==> src/cdc_pkg.sv <==
// Shared constants, command and message codes, and the job record for the
// coherence directory controller. No dependencies.
`timescale 1ns / 1ps

package cdc_pkg;

    // Field widths of the stream beats.
    localparam int CMD_W    = 3;
    localparam int ENTRY_W  = 10;
    localparam int CLIENT_W = 4;
    localparam int KIND_W   = 2;
    localparam int STATUS_W = 2;

    // Every client number that a four-bit field can name.
    localparam int TARGETS = 1 << CLIENT_W;

    // Packed payload widths, padded to whole bytes.
    localparam int IN_W  = 24;
    localparam int OUT_W = 24;

    localparam int DEF_ENTRIES = 1024;
    localparam int DEF_CLIENTS = 16;

    localparam logic [CMD_W-1:0] CMD_CREATE = 3'd0;
    localparam logic [CMD_W-1:0] CMD_WRITE  = 3'd1;
    localparam logic [CMD_W-1:0] CMD_READ   = 3'd2;
    localparam logic [CMD_W-1:0] CMD_ATTR   = 3'd3;
    localparam logic [CMD_W-1:0] CMD_REMOVE = 3'd4;

    localparam logic [KIND_W-1:0] KIND_INV    = 2'd0;
    localparam logic [KIND_W-1:0] KIND_REVOKE = 2'd1;
    localparam logic [KIND_W-1:0] KIND_DONE   = 2'd2;

    localparam logic [STATUS_W-1:0] ST_OK      = 2'd0;
    localparam logic [STATUS_W-1:0] ST_MISSING = 2'd1;
    localparam logic [STATUS_W-1:0] ST_SELF    = 2'd2;

    // Work handed from the directory update to the message generator.
    typedef struct packed {
        logic [TARGETS-1:0]  mask;
        logic [KIND_W-1:0]   kind;
        logic [ENTRY_W-1:0]  entry;
        logic [STATUS_W-1:0] status;
    } cdc_job_t;

endpackage

==> src/cdc_msg_gen.sv <==
// Message generator: walks a target mask in ascending client order, sends one
// beat per target, then the done beat, through the output register.
// Depends on cdc_pkg.
`timescale 1ns / 1ps

module cdc_msg_gen (
    input  logic                    clk,
    input  logic                    rst_n,
    input  logic                    start,
    input  cdc_pkg::cdc_job_t       job,
    output logic                    busy,
    output logic                    m_tvalid,
    input  logic                    m_tready,
    // m_tdata, lowest bit up: kind[1:0], target[5:2], entry_out[15:6],
    // status[17:16], zero fill.
    output logic [cdc_pkg::OUT_W-1:0] m_tdata,
    output logic                    m_tlast
);

    import cdc_pkg::*;

    logic             busy_reg;
    cdc_job_t         job_reg;
    logic             m_tvalid_reg;
    logic [OUT_W-1:0] m_tdata_reg;
    logic             m_tlast_reg;

    logic                slot_free;
    logic [TARGETS-1:0]  low_bit;
    logic [CLIENT_W-1:0] low_idx;

    assign slot_free = !m_tvalid_reg || m_tready;

    // Isolate the lowest pending target and encode its number.
    always_comb
    begin
        low_bit = job_reg.mask & (~job_reg.mask + TARGETS'(1));
        low_idx = '0;
        for (int i = 0; i < TARGETS; i++)
        begin
            if (low_bit[i])
            begin
                low_idx = low_idx | CLIENT_W'(i);
            end
        end
    end

    always_ff @(posedge clk or negedge rst_n)
    begin
        if (!rst_n)
        begin
            busy_reg     <= 1'b0;
            m_tvalid_reg <= 1'b0;
        end
        else
        begin
            if (start)
            begin
                busy_reg <= 1'b1;
            end
            else if (busy_reg && slot_free && job_reg.mask == '0)
            begin
                busy_reg <= 1'b0;
            end

            if (busy_reg && slot_free)
            begin
                m_tvalid_reg <= 1'b1;
            end
            else if (m_tready)
            begin
                m_tvalid_reg <= 1'b0;
            end
        end
    end

    always_ff @(posedge clk)
    begin
        if (start)
        begin
            job_reg <= job;
        end
        else if (busy_reg && slot_free)
        begin
            if (job_reg.mask != '0)
            begin
                m_tdata_reg  <= OUT_W'({ST_OK, job_reg.entry, low_idx, job_reg.kind});
                m_tlast_reg  <= 1'b0;
                job_reg.mask <= job_reg.mask & ~low_bit;
            end
            else
            begin
                m_tdata_reg <= OUT_W'({job_reg.status, job_reg.entry,
                                       {CLIENT_W{1'b0}}, KIND_DONE});
                m_tlast_reg <= 1'b1;
            end
        end
    end

    assign busy     = busy_reg;
    assign m_tvalid = m_tvalid_reg;
    assign m_tdata  = m_tdata_reg;
    assign m_tlast  = m_tlast_reg;

endmodule

==> config.mk <==
export PLATFORM = sky130hd
export DESIGN_NAME = cdc_msg_gen
export DESIGN_NICKNAME = d
export VERILOG_FILES = /design/src/cdc_pkg.sv /design/src/cdc_msg_gen.sv
export SDC_FILE = /design/constraint.sdc
export NUM_CORES = 1
export LEC_CHECK = 0
export BUFFER_PORTS_ARGS = -buffer_cell sky130_fd_sc_hd__buf_2
export CAP_MARGIN = 5
export CORE_MARGIN = 2
export CORE_UTILIZATION = 32
export CTS_CLUSTER_DIAMETER = 100
export CTS_CLUSTER_SIZE = 24
export DETAILED_ROUTE_END_ITERATION = 8
export GPL_TIMING_DRIVEN = 1
export PLACE_DENSITY = 0.62
export SYNTH_ARGS = -nofsm -noshare
export SYNTH_HDL_FRONTEND = slang
export SYNTH_SLANG_ARGS = --single-unit
export TNS_END_PERCENT = 30
==> constraint.sdc <==
create_clock -name clk -period 3.15 [get_ports clk]
set_input_delay 0.1575 -clock clk [delete_from_list [all_inputs] [get_ports clk]]
set_output_delay 0.1575 -clock clk [all_outputs]
set_load 0.02 [all_outputs]
After elaboration in Yosys (flattened, before gate mapping) --
Index checks and enable logic that the tools add are counted.
Word-level totals: bits in read-only memories 0, output and inout port bits 27, memory bits (writable) 0, memories 0, register bits 57, logic and storage cells 51, input bits 34, latch bits 0
Operators by class: reductions and logical operators 12, bitwise gates (word level) 5, muxes and demuxes 23, $mul 0, eq/ne operators 0, divide/modulo/power cells 0, $lt $le $gt $ge 0, shift operators 0, add/subtract/negate cells 1
Operators with widths (number):
- $mux 16 | 3
- $and 16x16->16 | 2
- $mux 4 | 8
- $not 16->16 | 2
- $add 16x1->16 const B | 1
- $logic_not 16->1 | 1
- $reduce_bool 16->1 | 1
- $mux 3 | 4
- $reduce_bool 2->1 | 4
- $mux 1 | 6
- $mux 2 | 2
- $reduce_and 2->1 | 2
- $logic_and 1x1->1 | 2
- $logic_not 1->1 | 1
- $logic_or 1x1->1 | 1
- $not 1->1 | 1

Logic depth before layout (Yosys ltp) --
Gate-level depths: netlist (run 1).
depth in word-level cells 18, mapped depth 4, gate-level depth less buffers 4

Worst setup path after synthesis (run 1) --
OpenSTA, ideal clock, no wires.
path type flip-flop to flip-flop, start register job_reg[22] (netlist bit), end register job_reg[14] (netlist bit), enable pin, path buffers 0, setup time 0.465 ns, arrival time 1.939 ns, required time 2.685 ns, stages on the path, launching flop included 5, path slack 0.746 ns, clock period less this slack 2.404 ns, cell sequence edfxtp_1 > nor4_1 > nand3_1 > nor2b_1 > o21ai_0
Between the ends: word-level cells in the longest chain between the ends 3
RTL lines:
- start: declaration | RTL line cdc_msg_gen.sv:23 | cdc_job_t job_reg;
- start signal: assignment | RTL line cdc_msg_gen.sv:81 | job_reg <= job;
- $reduce_bool 16->1 | RTL line cdc_msg_gen.sv:85 | if (job_reg.mask != '0)
- $reduce_bool 2->1 (no source line)
- $reduce_and 2->1 (no source line)
Every way passes these cells. A chain may end at the register's enable or synchronous reset.

Worst setup path in the final report (run 1) --
start register job_reg[20] (netlist bit), end register job_reg[17] (netlist bit), enable pin
The elaborated chain is that of the path after synthesis.

==> results of run 1 <==
==> power by group <==
group / total, uW / switching [uW] / internal, uW
sequential: 836 / 33.2 / 803
clock: 442 / 205 / 237
combinational: 132 / 79.9 / 51.8
total: 1410 / 318 / 1090
==> worst max-delay path, cell delays in order, from the launching register on <==
cell and delay (ps):
edfxtp_1 440, nor4_1 680, nand3_1 240, nor2b_1 410, o21ai_1 130, buf_4 220
==> layout make-up <==
type                            count  area (um^2)  share of cell area (%)
Sequential cell                    51         1520                    60.3
Multi-Input combinational cell     93          485                    19.2
Timing Repair Buffer               57          295                    11.7
Tap cell                           77         96.3                    3.82
Clock buffer                        6         72.6                    2.88
Clock inverter                      2         37.5                    1.49
Inverter                            4         15.0                   0.595
==> logic make-up after synthesis <==
group / synth area share (%)
AOI/OAI and AO/OA: 9.36
buffers and inverters: 3.46
DFF: 73.9
other: 0.182
and+or+nand+nor: 13.1
==> metrics by stage <==
step | hold WS [ps] | std cells | power (uW) | area (um^2) | setup slack, ps
6_report | 31.6 | 290 | 1410 | 2520 | 788
5_1_grt | 10.3 | 290 | 1470 | 2520 | 584
4_1_cts | 17.3 | 290 | 1430 | 2520 | 803
3_5_place_dp | -53.2 | 281 | 983 | 2400 | 823
3_3_place_gp | -54.3 | 281 | 977 | 2400 | 968
2_1_floorplan | -138 | 157 | 928 | 2080 | 746
==> path summary, 6_finish.rpt <==
check / from / endpoint / slack [ps] / depth (start not counted)
setup / recovery: job_reg[20] / job_reg[17] / 790 / 5
hold / removal: job[12] / job_reg[12] / 30 / 1
setup reg to reg: job_reg[20] / job_reg[17] / 790 / 5
hold reg to reg: job_reg[2] / m_tdata[6] / 420 / 0
max in group asynchronous: rst_n / m_tvalid / 2880 / 2
min in group asynchronous: rst_n / busy / 170 / 2
==> synth_stat cells (all sizes together), types with 2 or more instances <==
master,n
a21oi,5
and2,3
buf,6
clkbuf,3
dfrtp,2
edfxtp,49
inv,4
nand2,27
nand2b,3
nor2,6
nor2b,3
nor3,2
nor4,6
o21ai,16
o311ai,2
o31ai,3
or4,2
==> routing by layer <==
metal  track usage (%)  wire length (um)  vias up
met5                 0                 0        -
met4              4.99                96        0
met3              2.75               169        7
met2              19.0              1880       42
met1              14.6              1840      597
li1                  -                 -      674
==> timing repair <==
item	4_1_cts	5_1_grt
endpoints found under the hold margin	2	0
hold buffers	1	0
endpoints found under the setup margin	0	0
==> summary.txt, run 1 <==
Logic synthesis
  – Synth Cell Area: 2060 um^2
  – Post-synth top area share: 71.4%
  – Asr flop ratio synth: 3.92%
  – Synth area leader: edfxtp_1
  – Post-synthesis register bit count: 51
  – Unique masters post-synth: 27
  – Synth Instances: 152
  – Synth Flop Type: edfxtp_1
  – Yosys warns: 0
  – EDFF count, synth: 49
  – Synth Area per Inst: 13.5 um^2
  – Post-synthesis sequential area ratio: 73.9%
  – Top cells by area, synth: edfxtp_1, nand2_1, o21ai_0

Route
  – Mean routed wirelength per cell: 13.8 um
  – DRC viols: 0
  – Drt total wl: 4.00 mm
  – Vias: 1,320
  – Pre-antenna DRT Iters: 4
  – DRT iter0 DRCs: 62
  – Routed Antenna Nets: 0
  – Via/cell ratio: 4.55

CTS
  – Worst-path clk slew: 90 ps
  – Clk root buf: clkbuf_8
  – CTS buffer count: 5
  – CTS max path bufs: 2
  – H-tree lvl count: 2
  – Setup Fix Bufs, Post-CTS: 0
  – Worst skew pair latency: 290 ps
  – Clock sinks: 51
  – # resized after CTS: 0
  – CTS tree: yes

STA
  – TNS Setup: 0 ps
  – Slew Limit Fails: 0
  – Tightest Pin Transition: 774 ps
  – Setup Skew: 6.26 ps
  – Fin crit share: 75.0%
  – Fmax: 423 MHz
  – Crit path time final: 2360 ps
  – Final setup fails: 0
  – Slew HR: 48.4%
  – Setup repair after global routing missed its margin: no
  – Final Hold Fails: 0

Finish
  – Final core area utilization: 40.2%
  – Final nets: 246
  – Most frequent cells in the layout: buf_2, edfxtp_1, nand2_1, o21ai_0
  – Largest register FFs: 30
  – Share of layout cells above drive strength 1: 31.5%
  – Area delta synth->final: 22.5%
  – N_diodes: 0
  – Leading cell type in the layout, fill and taps excluded: buf_2
  – Fillers: 594

Worst hold path
  – Hold WC Path Type: in2reg

Floorplan
  – Num rows: 29
  – Die width: 84.2 um
  – I/O Pins: 61
  – Starting Density: 32.8%
  – Die Area: 7090 um^2
  – Core area: 6280 um^2
  – Die Height: 84.2 um

Placed design
  – GPL Wtd Cong: 0.770
  – Dpl hpwl: 2.80 mm
  – IO Port Bufs: 54

Power and ir drop
  – PD cells: 559 nW/um^2
  – Leak pwr: 0.000989 uW
  – Max VDD drop: 213 uV

Global route
  – Vias in the first global route: 1,303
  – First-pass GRT wire length: 6.42 mm
  – GRT Util Overall: 11.6%
  – Overflow after GRT: 0
  – Initial antenna violation count: 0
  – Largest net degree at the start of global routing: 45

Setup path
  – Crit Path Class: reg2reg
  – Critical Path End Type: flip-flop
  – Crit path launch type: flip-flop
  – Worst Path Arrival: 2400 ps
  – Crit path required time: 3190 ps
  – Worst Path Max Fanout: 16

Run
  – Max Cap Viol: 0

Status
  – Status: finished clean
No activity file was read; power rests on OpenSTA's default activity.
==> run 2, diff against run 1 <==
==> constraint.sdc (replaced) <==
create_clock -name clk -period 2.23 [get_ports clk]
set_input_delay 0.1115 -clock clk [delete_from_list [all_inputs] [get_ports clk]]
set_output_delay 0.1115 -clock clk [all_outputs]
set_load 0.02 [all_outputs]
==> run 2 against run 1 <==
  * Critical path type unchanged
  * Clock power rose by 17%
  * Cell area is 5.9% higher
  * Register-to-register slack got worse by 520 ps
  * First-iteration DRC count up 40%
  * Sequential cell count unchanged
  * Combinational power increased by 56%
  * Die area unchanged
  * Via count increased by 6.6%
==> summary.txt, run 2 (same netlist as run 1, synthesis figures left out) <==
STA
  – TNS Setup: 0 ps (unchanged)
  – Crit path time final: 1970 ps (-396 ps)
  – Fin crit share: 88.2% (+13 points)
  – Slew Limit Fails: 0 (unchanged)
  – Setup repair after global routing missed its margin: no
  – Tightest Pin Transition: 552 ps (-223 ps)
  – Slew HR: 62.9% (+14 points)
  – Final setup fails: 0 (unchanged)
  – Fmax: 509 MHz (+20%)
  – Setup Skew: 6.88 ps (+0.619 ps)
  – Final Hold Fails: 0 (unchanged)

Power and ir drop
  – Int Power: 1450 uW (+32%)
  – Combinational share of power: 10.8% (+1.5 points)
  – PD cells: 712 nW/um^2 (+28%)
  – Max VDD drop: 300 uV (+41%)
  – Sequential Power Share: 62.2% (+2.9 points)
  – Leak pwr: 0.00106 uW (+7.0%)
  – Sw frac: 24.0% (+1.5 points)
  – NetSw: 457 uW (+44%)
  – Clock network power share: 27.0% (-4.3 points)

Global route
  – Initial antenna violation count: 0 (unchanged)
  – First-pass GRT wire length: 6.60 mm (+2.8%)
  – Overflow after GRT: 0 (unchanged)
  – Vias in the first global route: 1,426 (+9.4%)
  – GRT Util Overall: 11.9% (+0.37 points)
  – Largest net degree at the start of global routing: 28 (-38%)

CTS
  – CTS buffer count: 5 (unchanged)
  – Clock sinks: 51 (unchanged)
  – Post-CTS Hold Fix Bufs: 15 (+14)
  – H-tree lvl count: 2 (unchanged)
  – Setup Fix Bufs, Post-CTS: 0 (unchanged)
  – CTS tree: yes
  – CTS max path bufs: 2 (unchanged)
  – Worst-path clk slew: 90 ps (about the same)
  – Clk root buf: clkbuf_8
  – # resized after CTS: 0 (unchanged)
  – Worst skew pair latency: 300 ps (about the same)

Setup path
  – CP peak stage delay: 560 ps (-120 ps)
  – Worst Path Arrival: 2030 ps (-370 ps)
  – Worst Path Max Fanout: 8 (-8)
  – Crit Path Class: reg2reg
  – CP delay by family, top: simple AND/OR/NAND/NOR gates
  – Critical Path End Type: flip-flop
  – Crit path required time: 2290 ps (-900 ps)
  – Slowest stage cell on the critical path: nor4_1
  – Critical-path cell list: nor4_1, nand3_1, nor2b_1, o21ai_1, buf_4
  – Crit path launch type: flip-flop
  – CP bufs+invs: 1 (unchanged)

Floorplan
  – Core area: 6280 um^2 (unchanged)
  – Starting Density: 32.8% (unchanged)
  – Num rows: 29 (unchanged)
  – Die Height: 84.2 um (unchanged)
  – Die width: 84.2 um (unchanged)
  – I/O Pins: 61 (unchanged)
  – Die Area: 7090 um^2 (unchanged)

Route
  – Pre-antenna DRT Iters: 4 (unchanged)
  – Via/cell ratio: 4.57 (+0.36%)
  – Vias: 1,407 (+6.6%)
  – DRT iter0 DRCs: 87 (+40%)
  – DRC viols: 0 (unchanged)
  – Routed Antenna Nets: 0 (unchanged)
  – Drt total wl: 4.01 mm (+0.48%)
  – Mean routed wirelength per cell: 13.0 um (-5.4%)

Finish
  – Fillers: 609 (+2.5%)
  – FF/Latch Area: 1520 um^2 (unchanged)
  – Share of layout cells above drive strength 1: 30.7% (-0.72 points)
  – Leading cell type in the layout, fill and taps excluded: buf_2
  – Most frequent cells in the layout: buf_2, edfxtp_1, nand2_1, o21ai_0, dlygate4sd3_1
  – N_diodes: 0 (unchanged)
  – Largest register FFs: 30 (unchanged)
  – Area of the multi-input gates: 485 um^2 (unchanged)
  – Area delta synth->final: 29.8%
  – Final nets: 264 (+7.3%)
  – Final instance area: 2670 um^2 (+5.9%)

Worst hold path
  – Hold WC Path Type: in2reg

Placed design
  – Placed Area: 2430 um^2 (+1.2%)
  – Dpl hpwl: 2.94 mm (+5.0%)
  – GPL Wtd Cong: 0.791 (+2.8%)
  – IO Port Bufs: 54 (unchanged)

Status
  – Status: finished clean

Run
  – Max Cap Viol: 0 (unchanged)
==> run 2: through the flow <==
step	power [uW]	cells	setup WS [ps]	util [%]	hold slack [ps]
after global placement	1390	285	329	38.8	-101
after global routing	2010	308	20.0	42.6	84.3
after CTS	1930	308	272	42.6	82.5
after floorplan	1310	157	90.7	-	-184
after detailed placement	1390	285	289	38.8	-103
final	1900	308	264	42.6	86.9
==> run 2: power groups by stage <==
stage | registers (uW) | logic, uW | clock network, uW
final | 1180 | 206 | 515
after global routing | 1190 | 229 | 582
after CTS | 1180 | 209 | 537
after detailed placement | 1210 | 188 | 0
after global placement | 1200 | 186 | 0
after floorplan | 1210 | 96.6 | 0
==> run 2: final cells by class <==
cell class | count | share of cell area (%)
clock buffer | 5 | 2.57
timing repair buffer | 75 | 17.4
clock inverter | 3 | 0.749
tap | 77 | 3.60
multi-input combinational | 93 | 18.2
inverter | 4 | 0.562
sequential | 51 | 56.9
==> run 2: final timing paths <==
kind,from,end,slack (ps),cells after the start
setup / recovery,job_reg[22],job_reg[19],260,5
min in group asynchronous,rst_n,m_tvalid,120,2
hold reg to reg,job_reg[7],m_tdata[11],430,0
max in group asynchronous,rst_n,busy,2020,2
setup reg to reg,job_reg[22],job_reg[19],260,5
hold / removal,job[20],job_reg[20],90,3
==> run 2: worst min-delay path: cells and delay by family <==
kind | cells | cell delay [ps]
buffers and inverters | 1 | 70
and+or+nand+nor | 2 | 100
==> run 2: routing by layer <==
layer  global-route usage, %  routed length (um)
met5                       0                   0
met4                    4.40                  61
met3                    3.34                 220
met2                    19.8                1980
met1                    14.9                1750
==> run 3, diff against run 2 <==
--- a/config.mk
+++ b/config.mk
@@ -13,6 +13,7 @@
 export CTS_CLUSTER_SIZE = 24
 export DETAILED_ROUTE_END_ITERATION = 8
 export GPL_TIMING_DRIVEN = 1
+export MAX_ROUTING_LAYER = met4
 export PLACE_DENSITY = 0.62
 export SYNTH_ARGS = -nofsm -noshare
 export SYNTH_HDL_FRONTEND = slang
==> run 3 against run 2 <==
  * Wire length rose by 0.27%
  * Non-clock buffer count did not move
  * Die area did not move
  * Critical path type unchanged
  * Clock skew fell by 0.56 ps
  * Critical endpoint unchanged
  * Global-route usage rose by 0.39 points
  * Largest cell class unchanged
  * Register-to-register slack barely moved
  * Sequential cell count did not move
==> summary.txt, run 3 (same netlist as run 1, synthesis figures left out) <==
Status
  – Status: finished clean

Setup path
  – Crit Path Class: reg2reg
  – Worst-case reg-to-reg path depth: 5 (unchanged)
  – Worst Path Max Fanout: 8 (unchanged)
  – FF-to-FF Start: job_reg[22]
  – Worst Path Arrival: 2030 ps (about the same)
  – Reg-to-Reg End: job_reg[19]
  – End of the critical path: job_reg[19]
  – CP Launch Point: job_reg[22]
  – Critical Path End Type: flip-flop
  – Crit path required time: 2290 ps (about the same)
  – Crit path launch type: flip-flop
  – Worst R2R Setup Slack: 270 ps (about the same)

Global route
  – Largest net degree at the start of global routing: 28 (unchanged)
  – Overflow after GRT: 0 (unchanged)
  – GRT Util Overall: 12.3% (+0.39 points)
  – First-pass GRT wire length: 6.60 mm (+0.11%)
  – Initial antenna violation count: 0 (unchanged)
  – Vias in the first global route: 1,424 (-0.14%)

Route
  – Via/cell ratio: 4.56 (-0.14%)
  – Metal3 WL: 229 um (+4.1%)
  – Drt total wl: 4.03 mm (+0.27%)
  – Mean routed wirelength per cell: 13.1 um (+0.27%)
  – Top Metal Used: met4
  – Vias: 1,405 (-0.14%)
  – Pre-antenna DRT Iters: 4 (unchanged)
  – DRC viols: 0 (unchanged)
  – Met1 WL: 1.75 mm (-0.11%)
  – Routed Antenna Nets: 0 (unchanged)
  – DRT iter0 DRCs: 89 (+2.3%)
  – Routed met2 length: 1.99 mm (+0.45%)

Worst hold path
  – Worst Hold Path Cells: 3 (unchanged)
  – Hold WC Path Type: in2reg
  – Hold_sp: job[20]

Power and ir drop
  – Combinational share of power: 10.8% (about the same)
  – Final Power: 1910 uW (+0.10%)
  – Sw frac: 24.1% (+0.076 points)
  – Max VDD drop: 300 uV (about the same)
  – Leak pwr: 0.00106 uW (unchanged)
  – Clock network power share: 27.1% (about the same)
  – NetSw: 459 uW (+0.42%)
  – Sequential Power Share: 62.1% (about the same)
  – PD cells: 713 nW/um^2 (+0.10%)
  – Int Power: 1450 uW (about the same)

CTS
  – CTS buffer count: 5 (unchanged)
  – CTS tree: yes
  – CTS max path bufs: 2 (unchanged)
  – Worst skew pair latency: 300 ps (about the same)
  – Setup Fix Bufs, Post-CTS: 0 (unchanged)
  – H-tree lvl count: 2 (unchanged)
  – Clk root buf: clkbuf_8
  – Clock sinks: 51 (unchanged)
  – Worst-path clk slew: 90 ps (about the same)

Floorplan
  – Core area: 6280 um^2 (unchanged)
  – Die Height: 84.2 um (unchanged)
  – I/O Pins: 61 (unchanged)
  – Starting Density: 32.8% (unchanged)
  – Num rows: 29 (unchanged)
  – Die Area: 7090 um^2 (unchanged)
  – Die width: 84.2 um (unchanged)

Finish
  – N_diodes: 0 (unchanged)
  – Most frequent cells in the layout: buf_2, edfxtp_1, nand2_1, o21ai_0, dlygate4sd3_1
  – Final nets: 264 (unchanged)
  – Share of layout cells above drive strength 1: 30.7% (unchanged)
  – Area delta synth->final: 29.8% (unchanged)
  – Final core area utilization: 42.6% (unchanged)
  – Largest register FFs: 30 (unchanged)
  – Leading cell type in the layout, fill and taps excluded: buf_2

STA
  – Setup Skew: 6.32 ps (-0.562 ps)
  – Final setup fails: 0 (unchanged)
  – Setup WS post-layout: 265 ps (+1.37 ps)
  – Crit path time final: 1960 ps (-1.37 ps)
  – Fin crit share: 88.1% (about the same)
  – Final Hold Fails: 0 (unchanged)
  – Fmax: 509 MHz (about the same)
  – Worst Hold Slack: 85.5 ps (-1.42 ps)
  – TNS Setup: 0 ps (unchanged)
  – Tightest Pin Transition: 552 ps (unchanged)
  – Slew Limit Fails: 0 (unchanged)
  – Setup repair after global routing missed its margin: no
  – Slew HR: 62.9% (unchanged)

Placed design
  – Dpl hpwl: 2.94 mm (unchanged)
  – GPL Wtd Cong: 0.803 (+1.4%)
  – Pre-CTS setup slack: 289 ps (unchanged)
  – IO Port Bufs: 54 (unchanged)

Run
  – Max Cap Viol: 0 (unchanged)
## run 3: cell counts in the layout (fill, tap and decap cells not counted)
No cell type changed its count.
## run 3: power by group through the flow
stage	sequential, uW	combinational [uW]	clock [uW]
floorplan	1210	96.6	0
global placement	1200	186	0
detailed placement	1210	188	0
CTS	1180	209	537
global route	1190	229	584
finish	1180	206	517
## run 3: worst min-delay path by stage
stage / to / slack [ps]
2_1_floorplan: busy / -180
3_3_place_gp: m_tvalid / -100
3_5_place_dp: m_tvalid / -100
4_1_cts: job_reg[28] / 80
5_1_grt: job_reg[21] / 80
6_report: job_reg[20] / 90
## run 3: area by class of cell
class / instances / area, um^2
Sequential cell: 51 / 1520
Multi-Input combinational cell: 93 / 485
Fill cell: 609 / 3600
Clock buffer: 5 / 68.8
Tap cell: 77 / 96.3
Clock inverter: 3 / 20.0
Inverter: 4 / 15.0
Timing Repair Buffer: 75 / 465
## run 3: repair_timing
item	4_1_cts	5_1_grt
hold endpoints to repair	16	0
gates resized for setup	0	0
hold buffers	15	0
## run 3: metrics by stage
step	cells	area [um^2]
after global placement	285	2430
after detailed placement	285	2430
after global routing	308	2670
after CTS	308	2670
final	308	2670
after floorplan	157	2080
## run 3: routing by layer
metal  vias to the layer above  GRT usage, %
li1                        709             -
met1                       654          14.9
met2                        38          19.8
met3                         4          3.34
met4                         0          4.40
met5                         -             -
## run 3: critical path, stage by stage, from the launching register on
cell	delay [ps]
edfxtp_1	460
nor4_1	560
nand3_1	220
nor2b_1	200
o21ai_1	110
buf_4	190
